<file path="src/hw/rtl/mrpf_pkg.sv">
`timescale 1ns / 1ps
// ----------------------------------------------------------------------------
// Meter reading plausibility filter - shared package
// Widths, constants, codes and types used by the filter and its divider.
// ----------------------------------------------------------------------------
package mrpf_pkg;

    // Width of the held meter value (scaled by 10000).
    localparam int VALUE_W = 32;
    // 60000 ms per minute fits in 16 bits, so the scaled change needs 16 more.
    localparam int MS_W = 16;
    localparam int NUM_W = VALUE_W + MS_W;
    // Elapsed time, rate and register widths.
    localparam int EL_W = 32;
    localparam int RATE_W = 32;
    localparam int CNT_W = 32;
    localparam int EPOCH_W = 32;
    localparam int CONF_W = 8;
    localparam int DIV_CNT_W = $clog2(NUM_W + 1);

    localparam logic [EPOCH_W-1:0] EPOCH_FLOOR = EPOCH_W'(1600000000);
    localparam logic [MS_W-1:0] MS_PER_MIN = MS_W'(60000);
    localparam logic [EL_W-1:0] MIN_ELAPSED_MS = EL_W'(3000);
    localparam logic [RATE_W-1:0] RATE_SAT = '1;

    // Input kinds
    localparam logic [1:0] OP_READING = 2'd0;
    localparam logic [1:0] OP_SET = 2'd1;
    localparam logic [1:0] OP_CLEAR = 2'd2;

    // Configuration register indexes
    localparam logic [1:0] REG_MIN_CONF = 2'd0;
    localparam logic [1:0] REG_ALLOW_DEC = 2'd1;
    localparam logic [1:0] REG_MAX_RATE = 2'd2;

    // Reject reasons
    typedef enum logic [2:0] {
        RSN_NONE = 3'd0,
        RSN_RECOG = 3'd1,
        RSN_CONF = 3'd2,
        RSN_DECREASE = 3'd3,
        RSN_RATE = 3'd4
    } reason_t;

    // Status of the divider
    typedef struct packed {
        logic busy;
        logic done;
    } div_status_t;

endpackage

</file>
<file path="src/hw/rtl/meter_reading_plausibility_filter_unit.sv">
`timescale 1ns / 1ps
// ----------------------------------------------------------------------------
// Meter reading plausibility filter
// Checks recognized meter readings and keeps the accepted meter value.
// ----------------------------------------------------------------------------
//
// Channel   Direction  Contents
// s_*       in         one item: kind in tuser, reading data in tdata
// m_*       out        one result word per item: verdict, state, counters
// cfg_*     in         register writes: min confidence, allow decrease, rate
//
// A word is taken when s_tvalid and s_tready are high at a rising edge.
// Kinds set and clear, failed recognition, low confidence, a forbidden
// decrease, an untimed or first reading go from accept through the evaluate
// state straight to the output state. A reading that is rate checked goes
// on through the divider: the sequencer loads it, the divider produces the
// quotient of the 48-bit scaled change bit by bit and raises its done flag,
// and the verdict is applied. s_tready is high only while the sequencer is
// idle. The result sits in an output register, so the next word can be taken
// while the previous result waits on m_tready; a stalled result holds the
// sequencer before it writes the next one. Reset is asynchronous, active low,
// and clears the held state, counters and configuration; no clearing pass.
//
// The rate check uses the divider alone: with q and r the quotient and
// remainder of the scaled change over the elapsed time, the change exceeds
// the limit exactly when q > limit, or q equals the limit and r is nonzero.
// ----------------------------------------------------------------------------
module meter_reading_plausibility_filter_unit
(
    input  logic          clk,
    input  logic          rst_n,
    // Input stream
    input  logic          s_tvalid,
    output logic          s_tready,
    // tdata from bit 0: recognized_ok, reading[31:0], confidence[7:0],
    // time_ms[31:0], epoch_s[31:0], zero fill to 112 bits
    input  logic [111:0]  s_tdata,
    // tuser: op[1:0]
    input  logic [1:0]    s_tuser,
    // Result stream
    output logic          m_tvalid,
    input  logic          m_tready,
    // tdata from bit 0: accepted, reject_reason[2:0], stored_value[31:0],
    // has_value, value_epoch[31:0], rate_per_min[31:0], reading_count[31:0],
    // reject_count[31:0], save_request, zero fill to 168 bits
    output logic [167:0]  m_tdata,
    // Configuration writes
    input  logic          cfg_wr_en,
    input  logic [1:0]    cfg_index,
    input  logic [31:0]   cfg_wdata
);
    import mrpf_pkg::*;

    typedef enum logic [5:0] {
        S_IDLE = 6'b000001,
        S_EVAL = 6'b000010,
        S_MUL  = 6'b000100,
        S_DIV  = 6'b001000,
        S_FIN  = 6'b010000,
        S_OUT  = 6'b100000
    } state_t;

    state_t state_reg;
    state_t state_next;

    // Configuration
    logic [CONF_W-1:0]  min_conf_reg;
    logic               allow_dec_reg;
    logic [RATE_W-1:0]  max_rate_reg;

    // Captured item
    logic [1:0]         op_reg;
    logic               ok_reg;
    logic [VALUE_W-1:0] rd_reg;
    logic [CONF_W-1:0]  conf_reg;
    logic [EL_W-1:0]    time_reg;
    logic [EPOCH_W-1:0] epoch_reg;

    // Held state
    logic [VALUE_W-1:0] held_reg;
    logic               present_reg;
    logic [EPOCH_W-1:0] change_epoch_reg;
    logic [EL_W-1:0]    accept_time_reg;
    logic               time_known_reg;
    logic [CNT_W-1:0]   seen_reg;
    logic [CNT_W-1:0]   rejected_reg;
    logic [RATE_W-1:0]  last_rate_reg;
    reason_t            reason_reg;

    // Per-item scratch
    logic [VALUE_W-1:0] mag_reg;
    logic [EL_W-1:0]    el_reg;
    logic               acc_reg;
    logic               save_reg;

    // Output register
    logic               out_valid_reg;
    logic [167:0]       out_data_reg;

    // Datapath signals
    logic               falls;
    logic [VALUE_W-1:0] mag;
    logic [EL_W-1:0]    el_raw;
    logic [EPOCH_W-1:0] epoch_eff;
    logic               div_start;
    logic [NUM_W-1:0]   num;
    div_status_t        div_status;
    logic [NUM_W-1:0]   quo;
    logic [EL_W-1:0]    rem;
    logic               rate_bad;
    logic               out_free;

    assign falls = (rd_reg < held_reg);
    assign mag = falls ? (held_reg - rd_reg) : (rd_reg - held_reg);
    assign el_raw = time_reg - accept_time_reg;
    assign epoch_eff = (epoch_reg > EPOCH_FLOOR) ? epoch_reg : '0;

    // The product is registered inside the divider when it is loaded.
    assign num = NUM_W'(mag_reg) * NUM_W'(MS_PER_MIN);
    assign div_start = (state_reg == S_MUL);

    mrpf_divider u_div
    (
        .clk       (clk),
        .rst_n     (rst_n),
        .start     (div_start),
        .dividend  (num),
        .divisor   (el_reg),
        .status    (div_status),
        .quotient  (quo),
        .remainder (rem)
    );

    assign rate_bad = (max_rate_reg != '0) &&
                      ((quo > NUM_W'(max_rate_reg)) ||
                       ((quo == NUM_W'(max_rate_reg)) && (rem != '0)));

    assign out_free = !out_valid_reg || m_tready;

    always_comb
    begin
        state_next = state_reg;
        case (state_reg)
            S_IDLE:
            begin
                if (s_tvalid)
                    state_next = S_EVAL;
            end
            S_EVAL:
            begin
                if ((op_reg == OP_READING) && ok_reg && (conf_reg >= min_conf_reg) &&
                    present_reg && !(falls && !allow_dec_reg) && time_known_reg)
                    state_next = S_MUL;
                else
                    state_next = S_OUT;
            end
            S_MUL:
                state_next = S_DIV;
            S_DIV:
            begin
                if (div_status.done)
                    state_next = S_FIN;
            end
            S_FIN:
                state_next = S_OUT;
            S_OUT:
            begin
                if (out_free)
                    state_next = S_IDLE;
            end
            default:
                state_next = S_IDLE;
        endcase
    end

    always_ff @(posedge clk or negedge rst_n)
    begin
        if (!rst_n)
            state_reg <= S_IDLE;
        else
            state_reg <= state_next;
    end

    // Configuration registers
    always_ff @(posedge clk or negedge rst_n)
    begin
        if (!rst_n)
        begin
            min_conf_reg <= '0;
            allow_dec_reg <= 1'b0;
            max_rate_reg <= '0;
        end
        else if (cfg_wr_en)
        begin
            case (cfg_index)
                REG_MIN_CONF:  min_conf_reg <= cfg_wdata[CONF_W-1:0];
                REG_ALLOW_DEC: allow_dec_reg <= cfg_wdata[0];
                REG_MAX_RATE:  max_rate_reg <= cfg_wdata[RATE_W-1:0];
                default:       ;
            endcase
        end
    end

    // Input capture
    always_ff @(posedge clk)
    begin
        if ((state_reg == S_IDLE) && s_tvalid)
        begin
            op_reg <= s_tuser;
            ok_reg <= s_tdata[0];
            rd_reg <= VALUE_W'(s_tdata[32:1]);
            conf_reg <= s_tdata[40:33];
            time_reg <= s_tdata[72:41];
            epoch_reg <= s_tdata[104:73];
        end
        if (state_reg == S_EVAL)
        begin
            mag_reg <= mag;
            el_reg <= (el_raw < MIN_ELAPSED_MS) ? MIN_ELAPSED_MS : el_raw;
        end
    end

    // Held state and verdict
    always_ff @(posedge clk or negedge rst_n)
    begin
        if (!rst_n)
        begin
            held_reg <= '0;
            present_reg <= 1'b0;
            change_epoch_reg <= '0;
            accept_time_reg <= '0;
            time_known_reg <= 1'b0;
            seen_reg <= '0;
            rejected_reg <= '0;
            last_rate_reg <= '0;
            reason_reg <= RSN_NONE;
            acc_reg <= 1'b0;
            save_reg <= 1'b0;
        end
        else
        begin
            case (state_reg)
                S_EVAL:
                begin
                    acc_reg <= 1'b0;
                    save_reg <= 1'b0;
                    case (op_reg)
                        OP_SET:
                        begin
                            held_reg <= rd_reg;
                            present_reg <= 1'b1;
                            change_epoch_reg <= epoch_eff;
                            accept_time_reg <= time_reg;
                            time_known_reg <= 1'b1;
                            reason_reg <= RSN_NONE;
                            acc_reg <= 1'b1;
                            save_reg <= 1'b1;
                        end
                        OP_CLEAR:
                        begin
                            held_reg <= '0;
                            present_reg <= 1'b0;
                            change_epoch_reg <= '0;
                            accept_time_reg <= '0;
                            time_known_reg <= 1'b0;
                            reason_reg <= RSN_NONE;
                            acc_reg <= 1'b1;
                            save_reg <= 1'b1;
                        end
                        OP_READING:
                        begin
                            seen_reg <= seen_reg + CNT_W'(1);
                            if (!ok_reg)
                            begin
                                rejected_reg <= rejected_reg + CNT_W'(1);
                                reason_reg <= RSN_RECOG;
                            end
                            else if (conf_reg < min_conf_reg)
                            begin
                                rejected_reg <= rejected_reg + CNT_W'(1);
                                reason_reg <= RSN_CONF;
                            end
                            else if (!present_reg)
                            begin
                                // First reading with nothing held is taken as is.
                                held_reg <= rd_reg;
                                present_reg <= 1'b1;
                                change_epoch_reg <= epoch_eff;
                                accept_time_reg <= time_reg;
                                time_known_reg <= 1'b1;
                                reason_reg <= RSN_NONE;
                                acc_reg <= 1'b1;
                                save_reg <= 1'b1;
                            end
                            else if (falls && !allow_dec_reg)
                            begin
                                rejected_reg <= rejected_reg + CNT_W'(1);
                                reason_reg <= RSN_DECREASE;
                            end
                            else if (!time_known_reg)
                            begin
                                // No timed acceptance yet, so no rate check.
                                held_reg <= rd_reg;
                                accept_time_reg <= time_reg;
                                time_known_reg <= 1'b1;
                                reason_reg <= RSN_NONE;
                                acc_reg <= 1'b1;
                                if (mag != '0)
                                begin
                                    change_epoch_reg <= epoch_eff;
                                    save_reg <= 1'b1;
                                end
                            end
                        end
                        default:
                            ;
                    endcase
                end
                S_FIN:
                begin
                    // The rate is reported even when the reading is refused.
                    last_rate_reg <= (quo > NUM_W'(RATE_SAT)) ? RATE_SAT : RATE_W'(quo);
                    if (rate_bad)
                    begin
                        rejected_reg <= rejected_reg + CNT_W'(1);
                        reason_reg <= RSN_RATE;
                    end
                    else
                    begin
                        held_reg <= rd_reg;
                        accept_time_reg <= time_reg;
                        time_known_reg <= 1'b1;
                        reason_reg <= RSN_NONE;
                        acc_reg <= 1'b1;
                        if (mag_reg != '0)
                        begin
                            change_epoch_reg <= epoch_eff;
                            save_reg <= 1'b1;
                        end
                    end
                end
                default:
                    ;
            endcase
        end
    end

    // Output register
    always_ff @(posedge clk or negedge rst_n)
    begin
        if (!rst_n)
            out_valid_reg <= 1'b0;
        else if ((state_reg == S_OUT) && out_free)
            out_valid_reg <= 1'b1;
        else if (m_tready)
            out_valid_reg <= 1'b0;
    end

    always_ff @(posedge clk)
    begin
        if ((state_reg == S_OUT) && out_free)
        begin
            out_data_reg <= {2'b00,
                             save_reg,
                             rejected_reg,
                             seen_reg,
                             last_rate_reg,
                             change_epoch_reg,
                             present_reg,
                             32'(held_reg),
                             reason_reg,
                             acc_reg};
        end
    end

    assign s_tready = (state_reg == S_IDLE);
    assign m_tvalid = out_valid_reg;
    assign m_tdata = out_data_reg;

endmodule

</file>
<file path="src/hw/rtl/mrpf_divider.sv">
`timescale 1ns / 1ps
// ----------------------------------------------------------------------------
// Meter reading plausibility filter - iterative divider
// Restoring shift-subtract divider, one quotient bit per cycle.
// ----------------------------------------------------------------------------
module mrpf_divider
(
    input  logic                          clk,
    input  logic                          rst_n,
    input  logic                          start,
    input  logic [mrpf_pkg::NUM_W-1:0]    dividend,
    input  logic [mrpf_pkg::EL_W-1:0]     divisor,
    output mrpf_pkg::div_status_t         status,
    output logic [mrpf_pkg::NUM_W-1:0]    quotient,
    output logic [mrpf_pkg::EL_W-1:0]     remainder
);
    import mrpf_pkg::*;

    logic [NUM_W-1:0]     quo_reg;
    logic [EL_W-1:0]      rem_reg;
    logic [EL_W-1:0]      dvs_reg;
    logic [DIV_CNT_W-1:0] cnt_reg;
    logic                 busy_reg;
    logic                 done_reg;
    logic [EL_W:0]        trial;
    logic [EL_W:0]        diff;
    logic                 fits;

    // One step: bring down the next dividend bit and try the subtraction.
    assign trial = {rem_reg, quo_reg[NUM_W-1]};
    assign diff = trial - {1'b0, dvs_reg};
    assign fits = (trial >= {1'b0, dvs_reg});

    always_ff @(posedge clk or negedge rst_n)
    begin
        if (!rst_n)
        begin
            busy_reg <= 1'b0;
            done_reg <= 1'b0;
            cnt_reg <= '0;
        end
        else
        begin
            done_reg <= 1'b0;
            if (start)
            begin
                busy_reg <= 1'b1;
                cnt_reg <= DIV_CNT_W'(NUM_W);
            end
            else if (busy_reg)
            begin
                cnt_reg <= cnt_reg - DIV_CNT_W'(1);
                if (cnt_reg == DIV_CNT_W'(1))
                begin
                    busy_reg <= 1'b0;
                    done_reg <= 1'b1;
                end
            end
        end
    end

    always_ff @(posedge clk)
    begin
        if (start)
        begin
            quo_reg <= dividend;
            rem_reg <= '0;
            dvs_reg <= divisor;
        end
        else if (busy_reg)
        begin
            quo_reg <= {quo_reg[NUM_W-2:0], fits};
            rem_reg <= fits ? diff[EL_W-1:0] : trial[EL_W-1:0];
        end
    end

    assign status.busy = busy_reg;
    assign status.done = done_reg;
    assign quotient = quo_reg;
    assign remainder = rem_reg;

endmodule

</file>
<file path="config.mk">
export PLATFORM = sky130hd
export DESIGN_NAME = meter_reading_plausibility_filter_unit
export DESIGN_NICKNAME = d
export VERILOG_FILES = /design/src/hw/rtl/mrpf_pkg.sv /design/src/hw/rtl/meter_reading_plausibility_filter_unit.sv /design/src/hw/rtl/mrpf_divider.sv
export SDC_FILE = /design/constraint.sdc
export NUM_CORES = 2
export LEC_CHECK = 0
export ABC_AREA = 0
export ABC_CLOCK_PERIOD_IN_PS = 20200
export BUFFER_PORTS_ARGS = -buffer_cell sky130_fd_sc_hd__clkbuf_2
export CAP_MARGIN = 20
export CORE_AREA = 2 2 354 181
export DETAILED_ROUTE_END_ITERATION = 6
export DIE_AREA = 0 0 356 183
export GPL_TIMING_DRIVEN = 0
export PLACE_DENSITY = 0.86
export SLEW_MARGIN = 15
export SYNTH_ARGS = -nofsm -noshare
export SYNTH_HDL_FRONTEND = slang
export SYNTH_HIERARCHICAL = 1
export SYNTH_SLANG_ARGS = --single-unit
</file>
<file path="constraint.sdc">
create_clock -name clk -period 20.2 [get_ports clk]
set_clock_uncertainty 0.05 [all_clocks]
set_input_delay 4.04 -clock clk [delete_from_list [all_inputs] [get_ports clk]]
set_output_delay 4.04 -clock clk [all_outputs]
set_load 0.02 [all_outputs]
</file>
* Word-level counts from Yosys, hierarchy flattened *
Cells that the tools add are included.

operators by class
  add/sub/neg operators = 7
  $mul = 1
  order comparisons = 8
  eq/ne operators = 31
  mux-type cells = 89
  reductions and logical operators = 39

operators by type and width
  kind                                                                            count
  32-bit two-way mux                                                              30
  32-bit one-hot mux with 3 select lines                                          3
  32-bit one-hot mux with 2 select lines                                          4
  32-bit nonzero test                                                             4
  32-bit subtractor                                                               4
  48-bit two-way mux                                                              2
  32-bit by 1-bit adder with 32-bit output, second input constant                 2
  48-bit by 32-bit equality test with 1-bit output                                1
  48-bit by 32-bit > comparator with 1-bit output                                 1
  48-bit by 32-bit > comparator with 1-bit output, second input constant          1
  32-bit by 11-bit multiplier with 43-bit output, second input constant           1
  6-bit two-way mux                                                               6
  6-bit one-hot mux with 6 select lines                                           1
  33-bit by 32-bit greater-or-equal comparator with 1-bit output                  1
  32-bit by 31-bit > comparator with 1-bit output, second input constant          1
  32-bit by 12-bit less-than comparator with 1-bit output, second input constant  1
  32-bit less-than comparator                                                     1
  1-bit two-way mux                                                               28
  3-bit two-way mux                                                               6
  2-bit != test, second input constant                                            8
  6-bit by 1-bit equality test with 1-bit output, second input constant           2
  4-bit by 3-bit != test with 1-bit output, second input constant                 3
  3-bit one-hot mux with 2 select lines                                           2
  1-bit logical AND                                                               10
  30 further kinds                                                                52

storage, ports and cells
  bits in registers = 704
  input port bits = 153
  output and inout bits = 170
  logic and storage cells = 207

* Depth between registers and ports, before layout *
  depth in word-level cells = 11
  mapped depth = 24
  depth with buffers taken out = 24

* Modules after synthesis *
Netlist, hierarchy kept.

modules (own cells, without submodules)
  module                                  times used  cells each  area each (sq um)  seq. area each (sq um)
  meter_reading_plausibility_filter_unit  1           3,053       33,860.0           16,301.9
  mrpf_divider                            1           626         6,754.0            3,243.1

* Worst setup path after synthesis *
Ideal clock, no wire load.

  path type = input -> register
  start point = input m_tready
  end point = register out_data_reg[0], in the netlist m_tdata[0] (enable)
  setup time = 0.713 ns
  arrival = 11.469 ns
  data required time = 19.437 ns
  slack = 7.969 ns
  cell stages on the path = 2
  buffers on the path = 0
  path through = nand2b_1 -> nor2b_1

on the way
  longest elaborated chain between the ends = 2

RTL lines
  item                    line                                           text
  start: declaration      meter_reading_plausibility_filter_unit.sv:42   input logic m_tready,
  1-bit logical OR        meter_reading_plausibility_filter_unit.sv:138  assign out_free = !out_valid_reg || m_tready;
  1-bit logical AND       meter_reading_plausibility_filter_unit.sv:361  if ((state_reg == S_OUT) && out_free)
  end signal: assignment  meter_reading_plausibility_filter_unit.sv:363  out_data_reg <= {2'b00,
  end: declaration        meter_reading_plausibility_filter_unit.sv:98   logic [167:0] out_data_reg;

No other way between the ends.
A chain may end at the register's enable or synchronous reset.

* Final worst setup path *
  start point = register mag_reg[11]
  end point = register u_div.quo_reg[47], in the netlist u_div/quotient[47] (data pin)

on the way
  longest elaborated chain between the ends = 2

RTL lines
  item                                            line                                           text
  start: declaration                              meter_reading_plausibility_filter_unit.sv:91   logic [VALUE_W-1:0] mag_reg;
  start signal: assignment                        meter_reading_plausibility_filter_unit.sv:218  mag_reg <= mag;
  32-bit by 11-bit multiplier with 43-bit output  meter_reading_plausibility_filter_unit.sv:119  assign num = NUM_W'(mag_reg) * NUM_W'(MS_PER_MIN);
  net num[47]                                     meter_reading_plausibility_filter_unit.sv:106  logic [NUM_W-1:0] num;
  48-bit two-way mux                              mrpf_divider.sv:64                             if (start)
  end signal: assignment                          mrpf_divider.sv:66                             quo_reg <= dividend;
  end signal: assignment                          mrpf_divider.sv:72                             quo_reg <= {quo_reg[NUM_W-2:0], fits};
  end: declaration                                mrpf_divider.sv:19                             logic [NUM_W-1:0] quo_reg;

The timed path passes the listed nets, and every way through them passes these cells.

==> impl_summary.txt <==
----------------------------------------------------
[Floorplanning]
  I/O pins ... around 320
  Area of the die ... about 65000 um2
  Die width ... 356 um
  Number of placement rows ... 65
  Initial core utilization ... 0.654
  Die Height ... 183 um
  Core Box Area ... between 60000 and 70000 um2

[Timing]
  TNS Setup ... 0 ps
  Transition time of the tightest slew-check pin ... between 1000 and 1500 ps
  Period minus WS final ... between 7000 and 8000 ps
  Fmax ... 0.129 GHz
  Unrepaired setup endpoints after global routing ... no
  Max-slew headroom at the worst pin ... 0.301
  Final count of hold timing violations ... 0
  Number of pins exceeding their max-slew limit in the final report ... 0
  Final setup violating endpoints ... 0
  Final period utilization ... 0.385

[Detailed routing]
  Average wire length per cell after detail routing ... 21.0 um
  Total DRC errors in the routed layout ... 0
  Final routed wirelength across all metal layers ... 104000 um
  Number of nets with antenna violations after routing ... 0
  Detailed-router iteration count before antenna repair ... 7
  Vias after detailed routing ... 29800
  Routed vias/inst ... about 6
  Violation count after the first detailed-route iteration ... roughly 3600

[Clock network]
  H-tree depth ... 2
  Setup fix buffers added after clock tree synthesis ... 0
  Number of buffers between clock root and the deepest sink ... 3
  Clock edge transition at the registers on the reported setup and hold paths ... 70 ps
  Post_cts resized ... 0
  CTS Root Cell ... sky130_fd_sc_hd__clkbuf_16
  Clock tree from TritonCTS ... yes
  Clk_lat worst skew ... around 650 ps
  Inserted Clock Buffers ... 60
  Count of hold-fix buffers inserted at cts ... 0
  Sink count of the clock tree ... between 700 and 800

[Finish]
  Final Net Count ... between 4000 and 5000
  Top library cells by usage in the layout, fill and taps aside ... sky130_fd_sc_hd__inv_1, sky130_fd_sc_hd__edfxtp_1, sky130_fd_sc_hd__nand2_1
  Share of final-layout standard cells stronger than drive strength 1 ... 0.141
  Area Overhead vs Synth ... 12.3%
  Most common cell after layout, fill and taps aside ... sky130_fd_sc_hd__inv_1
  Max reg flops ... around 170

[Global routing]
  Wire length of the first global-routing pass ... 163000 um
  Number of antenna violations at the first check in global routing ... 0
  Tot GR Track Use ... 0.321
  Via count of the first global-routing pass ... 28500
  Pin count of the biggest net entering global routing ... 87
  Global route total overflow ... 0

[Synthesis]
  Yosys warning total ... 6
  Post-Synthesis Mean Instance Area ... 11.0 um2
  Cell count after synthesis ... 3678
  Summed instance area of the synthesized netlist ... 40600 um2

[Worst setup path]
  Cell repeated most along the worst path ... sky130_fd_sc_hd__fa_1
  Critical Path Source Type ... register
  Crit-path leading delay family ... adder cells
  Required time at the endpoint of the critical path ... just over 20000 ps
  Cell Chain, Critical Path ... inv_1 -> fa_1 -> inv_1 -> fa_1 -> fa_1 -> inv_1 -> fa_1 -> fa_1 -> inv_1 -> ha_1 -> nand2_1 -> nor2_1 -> nand3_1 -> nor3_1 -> o21ai_0 -> o41ai_1 -> a21oi_1 -> and2_1 -> o2111ai_1 -> a21oi_1 -> xnor2_1 -> mux2_2
  Worst setup path category ... reg2reg
  Arrival time of data at the critical path endpoint ... approximately 8100 ps
  Biggest fanout along the worst timing path ... 5
  Combined buffer and inverter count along the critical path ... 4
  Worst setup EP type ... register
  Worst path max stage delay ... approximately 910 ps
  Highest-delay cell along the critical path ... sky130_fd_sc_hd__o41ai_1

[Job]
  Number of max-capacitance violations reported ... 0

[Outcome]
  Status ... finished, final reports clean

[Place]
  Final Wtd Congestion ... 0.989
  Port bufs ... about 310
  Detail Placement HPWL ... 80800 um

[Hold path]
  Class of the most critical hold timing path ... reg2reg

----------------------------------------------------
per-stage QoR:
step / instance area (um2) / util / hold WS, ps / setup slack, ps / cells
floorplan: 40600 / - / 350 / 7970 / 3684
global placement: 43200 / 0.696 / 352 / 3870 / 4834
detailed placement: 43600 / 0.702 / 355 / 12730 / 4851
CTS: 45600 / 0.734 / 354 / 12680 / 4965
global route: 45600 / 0.734 / 376 / 12210 / 4965
finish: 45600 / 0.734 / 362 / 12420 / 4966
layout make-up:
type                            count  area [um2]
Antenna cell                        1        2.50
Buffer                            109         514
Clock buffer                       78        1620
Clock inverter                     36         365
Fill cell                        4252       16500
Inverter                          503        1890
Multi-Input combinational cell   2368       18700
Sequential cell                   704       19500
Tap cell                          837        1050
Timing Repair Buffer              330        1940
metal layers:
layer | wire (um) | track usage | part of all wire | vias up
met2 | 41200 | 0.425 | 0.40 | 1568
met5 | 0 | 0 | 0 | -
met4 | 1890 | 0.0557 | 0.018 | 0
met3 | 12300 | 0.0858 | 0.12 | 150
li1 | - | - | - | 13600
met1 | 48800 | 0.526 | 0.47 | 14500
worst paths after layout:
| path | startpoint | end | slack (ps) | cells after the start |
|---|---|---|---|---|
| max | mag_reg[11]$_DFFE_PP_ | u_div/quotient[47]$_DFFE_PP_ | 12420 | 22 |
| min | el_reg[5]$_SDFFCE_PN1P_ | u_div/dvs_reg[5]$_DFFE_PP_ | 360 | 0 |
| max reg2reg | mag_reg[11]$_DFFE_PP_ | u_div/quotient[47]$_DFFE_PP_ | 12420 | 22 |
| min reg2reg | el_reg[5]$_SDFFCE_PN1P_ | u_div/dvs_reg[5]$_DFFE_PP_ | 360 | 0 |
| max in group asynchronous | rst_n | accept_time_reg[9]$_DFFE_PN0P_ | 15570 | 3 |
| min in group asynchronous | rst_n | seen_reg[8]$_DFFE_PN0P_ | 3320 | 1 |
Power is left out: the tool's default activity adds up to more than one toggle a clock period on the data nets, which glitch-free logic cannot reach.
